### src/hht_pkg.sv
// Shared types and constants for the humidity heater trigger sequencer.
// No dependencies; imported by every module under src.
package hht_pkg;

    // Field widths
    localparam int HUM_W        = 18;
    localparam int TEMP_W       = 18;
    localparam int HUM_TRIG_W   = 17;
    localparam int TRIG_CNT_W   = 4;
    localparam int MARGIN_W     = 16;
    localparam int BASELINE_W   = 19;
    localparam int ACTION_W     = 2;
    localparam int CFG_INDEX_W  = 3;
    localparam int CFG_DATA_W   = 19;

    // Window depth default
    localparam int WINDOW_DEPTH_DEF = 10;

    // Register reset values
    localparam logic [HUM_TRIG_W-1:0] HUM_TRIG_RST = HUM_TRIG_W'(74000);
    localparam logic [TRIG_CNT_W-1:0] TRIG_CNT_RST = TRIG_CNT_W'(5);
    localparam logic [MARGIN_W-1:0]   MARGIN_RST   = MARGIN_W'(2000);
    localparam logic signed [BASELINE_W-1:0] BASELINE_RST = '0;

    // Register indexes
    localparam logic [CFG_INDEX_W-1:0] REG_HUM_TRIG = CFG_INDEX_W'(0);
    localparam logic [CFG_INDEX_W-1:0] REG_TRIG_CNT = CFG_INDEX_W'(1);
    localparam logic [CFG_INDEX_W-1:0] REG_MARGIN   = CFG_INDEX_W'(2);
    localparam logic [CFG_INDEX_W-1:0] REG_BASELINE = CFG_INDEX_W'(3);

    // Sequence phases
    typedef enum logic [2:0] {
        PH_INIT     = 3'd0,
        PH_MEAS     = 3'd1,
        PH_PRETRIG  = 3'd2,
        PH_HEATING  = 3'd3,
        PH_COOLDOWN = 3'd4
    } phase_t;

    // Result codes
    typedef enum logic [ACTION_W-1:0] {
        ACT_NONE      = 2'd0,
        ACT_HEAT      = 2'd1,
        ACT_COOL_WAIT = 2'd2
    } action_t;

    // Configuration register set
    typedef struct packed {
        logic [HUM_TRIG_W-1:0]        hum_trig;
        logic [TRIG_CNT_W-1:0]        trig_cnt;
        logic [MARGIN_W-1:0]          margin;
        logic signed [BASELINE_W-1:0] baseline;
    } cfg_t;

endpackage

### src/hht_window.sv
// Sliding window of per-sample high flags with running fill level and count.
// Depends on hht_pkg.
module hht_window
    import hht_pkg::*;
#(
    parameter int DEPTH   = WINDOW_DEPTH_DEF,
    parameter int COUNT_W = $clog2(DEPTH + 1)
)
(
    input  logic               clk,
    input  logic               rst_n,
    input  logic               push,
    input  logic               flag,
    output logic [COUNT_W-1:0] count_after
);

    logic [DEPTH-1:0]   flags_reg;
    logic [DEPTH-1:0]   flags_next;
    logic [COUNT_W-1:0] fill_reg;
    logic [COUNT_W-1:0] fill_next;
    logic [COUNT_W-1:0] count_reg;
    logic               full;
    logic               dropped;

    // Work out the window after this push
    always_comb
    begin
        full        = (fill_reg == COUNT_W'(DEPTH));
        dropped     = full & flags_reg[DEPTH-1];
        flags_next  = flags_reg << 1;
        flags_next[0] = flag;
        fill_next   = full ? fill_reg : fill_reg + COUNT_W'(1);
        count_after = count_reg - COUNT_W'(dropped) + COUNT_W'(flag);
    end

    // Advance the window on each processed item
    always_ff @(posedge clk or negedge rst_n)
    begin
        if (!rst_n)
        begin
            flags_reg <= '0;
            fill_reg  <= '0;
            count_reg <= '0;
        end
        else if (push)
        begin
            flags_reg <= flags_next;
            fill_reg  <= fill_next;
            count_reg <= count_after;
        end
    end

endmodule

### src/hht_seq.sv
// Five-phase heater trigger sequence and result code decision.
// Depends on hht_pkg; takes the post-push window count from hht_window.
module hht_seq
    import hht_pkg::*;
#(
    parameter int COUNT_W = $clog2(WINDOW_DEPTH_DEF + 1)
)
(
    input  logic                     clk,
    input  logic                     rst_n,
    input  logic                     step,
    input  logic signed [HUM_W-1:0]  humidity,
    input  logic signed [TEMP_W-1:0] main_temp,
    input  logic signed [TEMP_W-1:0] aux_temp,
    input  logic                     restart,
    input  logic [COUNT_W-1:0]       count_after,
    input  cfg_t                     cfg,
    output action_t                  action
);

    localparam int CMP_W  = ((COUNT_W > TRIG_CNT_W) ? COUNT_W : TRIG_CNT_W) + 1;
    localparam int HCMP_W = HUM_W + 1;
    localparam int DIFF_W = TEMP_W + 1;
    localparam int LIM_W  = BASELINE_W + 1;

    phase_t phase_reg;
    phase_t phase_next;

    logic signed [HCMP_W-1:0] hum_ext;
    logic signed [HCMP_W-1:0] trig_ext;
    logic signed [DIFF_W-1:0] diff;
    logic signed [LIM_W-1:0]  limit;
    logic                     hum_above;
    logic                     hum_below;
    logic                     count_met;
    logic                     cooled;

    // Compare humidity, window count and temperature difference
    always_comb
    begin
        hum_ext   = HCMP_W'(humidity);
        trig_ext  = $signed({2'b00, cfg.hum_trig});
        hum_above = hum_ext > trig_ext;
        hum_below = hum_ext < trig_ext;
        count_met = CMP_W'(count_after) >= CMP_W'(cfg.trig_cnt);
        diff      = DIFF_W'(main_temp) - DIFF_W'(aux_temp);
        limit     = LIM_W'(cfg.baseline) + $signed({{(LIM_W-MARGIN_W){1'b0}}, cfg.margin});
        cooled    = LIM_W'(diff) < limit;
    end

    // Next phase and result code
    always_comb
    begin
        phase_next = phase_reg;
        action     = ACT_NONE;
        if (restart)
        begin
            phase_next = PH_INIT;
        end
        else
        begin
            unique case (phase_reg)
                PH_MEAS:
                begin
                    if (hum_above)
                        phase_next = PH_PRETRIG;
                end
                PH_PRETRIG:
                begin
                    if (hum_below)
                        phase_next = PH_MEAS;
                    else if (count_met)
                    begin
                        phase_next = PH_HEATING;
                        action     = ACT_HEAT;
                    end
                end
                PH_HEATING:
                begin
                    phase_next = PH_COOLDOWN;
                end
                PH_COOLDOWN:
                begin
                    if (cooled)
                        phase_next = PH_MEAS;
                    else
                        action = ACT_COOL_WAIT;
                end
                default:
                begin
                    phase_next = PH_MEAS;
                end
            endcase
        end
    end

    // Hold the phase between items
    always_ff @(posedge clk or negedge rst_n)
    begin
        if (!rst_n)
            phase_reg <= PH_INIT;
        else if (step)
            phase_reg <= phase_next;
    end

endmodule

### src/humidity_heater_trigger_fsm.sv
// Top level of the humidity heater trigger sequencer: input register,
// configuration registers, result register. Depends on hht_pkg, hht_window, hht_seq.
//
//  channel | signals                                  | direction
//  --------+------------------------------------------+----------
//  in      | in_valid, in_ready, humidity, main_temp, | sink
//          | aux_temp, restart                        |
//  out     | out_valid, out_ready, action             | source
//  cfg     | cfg_valid, cfg_ready, cfg_index, cfg_data| sink
//
// One item per cycle sustained while the result is not stalled; an accepted item moves
// from the input register into the result register, where its result is valid.
// The window update and phase step are done in the single cycle that moves an
// item from the input register into the result register.
// Reset clears the phase to init, empties the window and loads register defaults.
// A stalled result holds the input register; cfg_ready is always high.
module humidity_heater_trigger_fsm
    import hht_pkg::*;
#(
    parameter int WINDOW_DEPTH = WINDOW_DEPTH_DEF
)
(
    input  logic                          clk,
    input  logic                          rst_n,
    input  logic                          in_valid,
    output logic                          in_ready,
    input  logic signed [HUM_W-1:0]       humidity,
    input  logic signed [TEMP_W-1:0]      main_temp,
    input  logic signed [TEMP_W-1:0]      aux_temp,
    input  logic                          restart,
    output logic                          out_valid,
    input  logic                          out_ready,
    output logic [ACTION_W-1:0]           action,
    input  logic                          cfg_valid,
    output logic                          cfg_ready,
    input  logic [CFG_INDEX_W-1:0]        cfg_index,
    input  logic [CFG_DATA_W-1:0]         cfg_data
);

    localparam int COUNT_W = $clog2(WINDOW_DEPTH + 1);

    cfg_t cfg_reg;

    logic                     in_valid_reg;
    logic signed [HUM_W-1:0]  hum_reg;
    logic signed [TEMP_W-1:0] tmain_reg;
    logic signed [TEMP_W-1:0] taux_reg;
    logic                     restart_reg;

    logic                     out_valid_reg;
    action_t                  action_reg;

    logic                     advance;
    logic                     step;
    logic                     flag;
    logic [COUNT_W-1:0]       count_after;
    action_t                  action_next;

    // Handshake control
    assign advance   = !out_valid_reg || out_ready;
    assign step      = in_valid_reg && advance;
    assign in_ready  = !in_valid_reg || advance;
    assign cfg_ready = 1'b1;
    assign out_valid = out_valid_reg;
    assign action    = action_reg;

    // Configuration writes; unknown indexes drop
    always_ff @(posedge clk or negedge rst_n)
    begin
        if (!rst_n)
        begin
            cfg_reg.hum_trig <= HUM_TRIG_RST;
            cfg_reg.trig_cnt <= TRIG_CNT_RST;
            cfg_reg.margin   <= MARGIN_RST;
            cfg_reg.baseline <= BASELINE_RST;
        end
        else if (cfg_valid && cfg_ready)
        begin
            unique case (cfg_index)
                REG_HUM_TRIG: cfg_reg.hum_trig <= cfg_data[HUM_TRIG_W-1:0];
                REG_TRIG_CNT: cfg_reg.trig_cnt <= cfg_data[TRIG_CNT_W-1:0];
                REG_MARGIN:   cfg_reg.margin   <= cfg_data[MARGIN_W-1:0];
                REG_BASELINE: cfg_reg.baseline <= $signed(cfg_data[BASELINE_W-1:0]);
                default:      ;
            endcase
        end
    end

    // Input register control
    always_ff @(posedge clk or negedge rst_n)
    begin
        if (!rst_n)
            in_valid_reg <= 1'b0;
        else if (in_ready)
            in_valid_reg <= in_valid;
    end

    // Input register payload
    always_ff @(posedge clk)
    begin
        if (in_valid && in_ready)
        begin
            hum_reg     <= humidity;
            tmain_reg   <= main_temp;
            taux_reg    <= aux_temp;
            restart_reg <= restart;
        end
    end

    // Flag a sample that is below -1 or above the trigger level
    assign flag = (hum_reg < HUM_W'(-1)) ||
                  ($signed({hum_reg[HUM_W-1], hum_reg}) > $signed({2'b00, cfg_reg.hum_trig}));

    hht_window #(
        .DEPTH   (WINDOW_DEPTH),
        .COUNT_W (COUNT_W)
    ) u_window (
        .clk         (clk),
        .rst_n       (rst_n),
        .push        (step),
        .flag        (flag),
        .count_after (count_after)
    );

    hht_seq #(
        .COUNT_W (COUNT_W)
    ) u_seq (
        .clk         (clk),
        .rst_n       (rst_n),
        .step        (step),
        .humidity    (hum_reg),
        .main_temp   (tmain_reg),
        .aux_temp    (taux_reg),
        .restart     (restart_reg),
        .count_after (count_after),
        .cfg         (cfg_reg),
        .action      (action_next)
    );

    // Result register control
    always_ff @(posedge clk or negedge rst_n)
    begin
        if (!rst_n)
            out_valid_reg <= 1'b0;
        else if (advance)
            out_valid_reg <= in_valid_reg;
    end

    // Result register payload
    always_ff @(posedge clk)
    begin
        if (step)
            action_reg <= action_next;
    end

endmodule
### config.mk
export PLATFORM = sky130hd
export DESIGN_NAME = humidity_heater_trigger_fsm
export DESIGN_NICKNAME = d
export VERILOG_FILES = /design/src/hht_pkg.sv /design/src/hht_window.sv /design/src/hht_seq.sv /design/src/humidity_heater_trigger_fsm.sv
export SDC_FILE = /design/constraint.sdc
export NUM_CORES = 1
export LEC_CHECK = 0
export BUFFER_PORTS_ARGS = -buffer_cell sky130_fd_sc_hd__buf_2
export CORE_UTILIZATION = 55
export DETAILED_ROUTE_END_ITERATION = 10
export PLACE_DENSITY = 0.88
export SYNTH_ARGS = -nofsm -noshare
export SYNTH_HDL_FRONTEND = slang
export SYNTH_SLANG_ARGS = --single-unit
### constraint.sdc
create_clock -name clk -period 11.1 [get_ports clk]
set_input_delay 2.22 -clock clk [delete_from_list [all_inputs] [get_ports clk]]
set_output_delay 2.22 -clock clk [all_outputs]
set_load 0.02 [all_outputs]
# Word level (Yosys, flattened, before mapping)
# Index checks and enable logic that the tools add are counted.
dict set report totals {
  output_inout_bits 5
  ff_bits 136
  elab_cells 62
}
dict set report classes {
  eq_ne 11
  add_sub_neg 5
  order_cmp 5
  n_bitwise 2
  n_reduce_logical 14
  muxes 10
}
# operator count
set ops {}
lappend ops {{$add 19x17->20} 1}
lappend ops {{$lt 19x20->1} 1}
lappend ops {{$sub 18x18->19} 1}
lappend ops {{$gt 18x18->1} 1}
lappend ops {{$lt 18x1->1 const B} 1}
lappend ops {{$lt 18x18->1} 1}
lappend ops {{$mux 3} 5}
lappend ops {{$eq 3x2->1 const B} 4}
lappend ops {{$pmux 3 s4} 1}
lappend ops {{$reduce_and 2->1} 5}
lappend ops {{$eq 3x1->1 const B} 2}
lappend ops {{$ne 3x2->1 const B} 2}
lappend ops {{$add 4x1->4} 1}
lappend ops {{$add 4x1->4 const B} 1}
lappend ops {{$eq 4x4->1 const B} 1}
lappend ops {{$ge 4x4->1} 1}
lappend ops {{$mux 2} 2}
lappend ops {{$ne 4x2->1 const B} 1}
lappend ops {{$pmux 2 s2} 1}
lappend ops {{$reduce_and 4->1} 1}
lappend ops {{$sub 4x1->4} 1}
lappend ops {{$eq 3x3->1 const B} 1}
lappend ops {{$logic_not 3->1} 1}
lappend ops {{$logic_or 1x1->1} 3}
lappend ops {{5 further kinds} 7}

# Logic depth before layout (Yosys ltp)
dict set report depth {
  word_depth 9
  mapped_depth 19
  depth_no_buf 19
}

# Hierarchy
# Synthesis repeated with hierarchy kept, for this count alone.
dict set report hier_totals {
  hier_cells 722
  area_unflattened_um2 8150.3
}
# module area_per_inst_um2 n_inst cells_per_inst
set modules_own_cells {}
lappend modules_own_cells {humidity_heater_trigger_fsm 4438.0 1 274}
lappend modules_own_cells {hht_seq 2790.2 1 369}
lappend modules_own_cells {hht_window 922.1 1 79}

# Worst setup path after synthesis
# No wires, ideal clock.
dict set report synth_timing {
  path_kind {input-to-output}
  from {input out_ready}
  to {output in_ready}
  arrival_time_ns 2.498
  stages 1
  required_ns 8.880
  slack_ns 6.382
  path_buffers 0
  path_cell_list {nand3b_1}
}
dict set report synth_between {
  elab_chain_cells 2
}
# element line_no
set synth_lines {}
lappend synth_lines {{start: declaration} humidity_heater_trigger_fsm.sv:32} ;# input logic out_ready,
lappend synth_lines {{$logic_or 1x1->1} humidity_heater_trigger_fsm.sv:60} ;# assign advance = !out_valid_reg || out_ready;
lappend synth_lines {{$logic_or 1x1->1} humidity_heater_trigger_fsm.sv:62} ;# assign in_ready = !in_valid_reg || advance;
lappend synth_lines {{end: declaration} humidity_heater_trigger_fsm.sv:26} ;# output logic in_ready,
# Every way passes these cells.

# Worst setup path in the final report
# Ends and elaborated chain as after synthesis.

==> results.toml <==
[timing]
setup_violations = 0
fmax_mhz = 204
maxSlewHeadroom_pct = 23.0
fin_crit_ns = 4.90
rsz0062_at_grt = "false"
clock_skew_ns = 0.00585
hold_viol_final = 0
setup_tns_ns = 0
worst_slew_pin_slew_ns = 1.15
slew_violations = 0
post-route-period-util_pct = 44.2

[logic_synthesis]
ys_warn_count = 0
avgSynthCellArea_sq_um = 11.1
synth_edf_count = 57
yosysUniqueCellTypes = 51
ys_seq_area_share_pct = 49.5
syn_area_sq_um = 7480
syn_nets = 838
synth_ff_type = "dfrtp_1"
postSynth.asyncResetShare_pct = 58.1
ys_seq_elements = 136
syn_inst = 673

[cts]
cts_tree = "yes"
cts.repair.resized = 0
cts_max_level = 4
insertion_delay_ns = 0.42
clock_sinks = 136
clk_pin_slew_ns = 0.06
hold_buffers = 0
numCtsBuffers = 17
post_cts_buffers = 0
clockBufferDepth = 2
clock-root-buffer = "clkbuf_16"

[cells_and_area]
syn_to_final_growth_pct = 16.7
final_cell_mix = "buf_2, ha_1, nand2_1, dfrtp_1, inv_1"
layout-drive-gt1-share_pct = 21.8
num_antenna_cells = 0
layout_commonest_cell = "buf_2"
largest_reg_flops = 56
nets = 933

[pwr]
seq_power_share_pct = 36.2
power_frac_clock_pct = 30.8
power.density_nw_per_um2 = 212
p_int_mw = 1.26
combPwrFrac_pct = 33.0
power.total_mw = 1.85
p_sw_uw = 588
power.share.switching_pct = 31.8
vdd_drop_max_v = 0.000170
p_leak_nw = 3.98

[place]
dp_hpwl_mm = 10.8
gp_congestion = 0.855
io_buffers = 85

[route]
num_vias = 5322
drc = 0
wl_per_cell_um = 15.7
antenna_left = 0
drt_iter0_markers = 335
firstDrtPassIters = 5
vias_per_cell = 5.56
routed_wl_mm = 15.0

[die]
dieArea_sq_um = 14100
start_util_pct = 56.5
coreArea_sq_um = 13200
io_pins = 87
die_y_um = 119
rows = 42
dieWidth_um = 119

[setup_path]
r2r.worst_path.cells = 16
regToRegEndpoint = "u_seq.phase_reg[2]"
start_kind = "input pin"
cp-end-kind = "output port"
crit_path_start = "out_ready"
r2r_slack_ns = 6.30
worstReg2RegStart = "tmain_reg[1]"
arrival_ns = 2.68
cp.required_ns = 8.88
critPathMaxFanout = 3
path_class = "in -> out"

[hold_path]
hp-start = "u_window.flags_reg[5]"
hold_class = "reg -> reg"
min_to = "u_window.flags_reg[6]"
worstHoldPathCells = 2

[global_routing]
grt_pass1_vias = 5384
antenna_found_initial = 0
grt_overflow = 0
grt_usage_pct = 23.1
grt_pass1_wl_mm = 25.3
grt_max_degree = 80

[run_status]
status = "finished, final reports clean"

[job]
max-cap-violations = 0
power by group through the flow:
stage | Clock (mW) | Sequential [mW] | Combinational [mW]
6_report | 0.571 | 0.671 | 0.611
2_1_floorplan | 0 | 0.664 | 0.464
5_1_grt | 0.599 | 0.680 | 0.698
3_3_place_gp | 0 | 0.673 | 0.567
4_1_cts | 0.577 | 0.670 | 0.612
3_5_place_dp | 0 | 0.678 | 0.594
critical path, cell delays in order:
cell and delay (ns):
buf_2 0.10, nand3b_1 0.18, buf_2 0.18
kinds of logic (layout without fill, tap and decap cells):
logic type      after synthesis  after routing  share of synthesized area (%)
simple gates                167            167                           10.8
compound gates              141            141                           11.8
flops                       136            136                           49.5
fa+ha+maj                    83             83                           14.2
buf+inv                      71            179                           3.61
mux                          40             40                           5.97
xor+xnor                     34             34                           3.98
other cells                   1              1                         0.0502
cells in the mapped netlist, drive strengths merged, types with 6 or more instances:
cell / instances / share of area, %
mux2: 37 / 5.6
xnor2: 21 / 2.5
nand4: 10 / 0.84
dfrtp: 67 / 22
nor2: 27 / 1.4
nor2b: 16 / 1.3
nand2b: 9 / 0.75
inv: 60 / 3.0
o21ai: 46 / 3.1
o21a: 8 / 0.80
dfstp: 12 / 4.2
a21oi: 37 / 2.5
clkbuf: 9 / 0.45
xor2: 13 / 1.5
ha: 80 / 13
a21o: 22 / 2.2
edfxtp: 57 / 23
nor3: 6 / 0.40
nand2: 72 / 3.6
final cells by class:
cell class              instances  area, sq um
clock buffers                  21          493
clock inverters                11          116
fillers                       966         4520
inverters                      60          225
multi-input cells             466         3530
flip-flops and latches        136         3700
well taps                     176          220
repair buffers                 87          443
worst max path at each step:
stage | to | slack [ns] | cells past startpoint
final | in_ready | 6.20 | 3
after global routing | u_seq.phase_reg[2] | 6.00 | 16
after CTS | in_ready | 6.19 | 3
after detailed placement | in_ready | 6.20 | 3
after global placement | in_ready | 6.23 | 3
after floorplan | in_ready | 6.38 | 1
per-layer routing:
metal | vias to the layer above | GRT usage (%) | wire length, um
li1 | 2587 | - | -
met1 | 2567 | 29.0 | 6620
met2 | 142 | 39.4 | 7560
met3 | 26 | 4.15 | 575
met4 | 0 | 9.02 | 264
met5 | - | 0 | 0
metrics by stage:
step | cell area (sq um) | std cells | util [%] | hold slack [ns] | worst slack (ns)
floorplan | 7480 | 673 | - | 0.435 | 6.38
global placement | 8120 | 925 | 61.3 | 0.444 | 6.23
detailed placement | 8120 | 925 | 61.3 | 0.454 | 6.20
CTS | 8730 | 957 | 65.9 | 0.467 | 6.19
global route | 8730 | 957 | 65.9 | 0.485 | 6.00
finish | 8730 | 957 | 65.9 | 0.465 | 6.20
(Power assumes the default switching activity.)
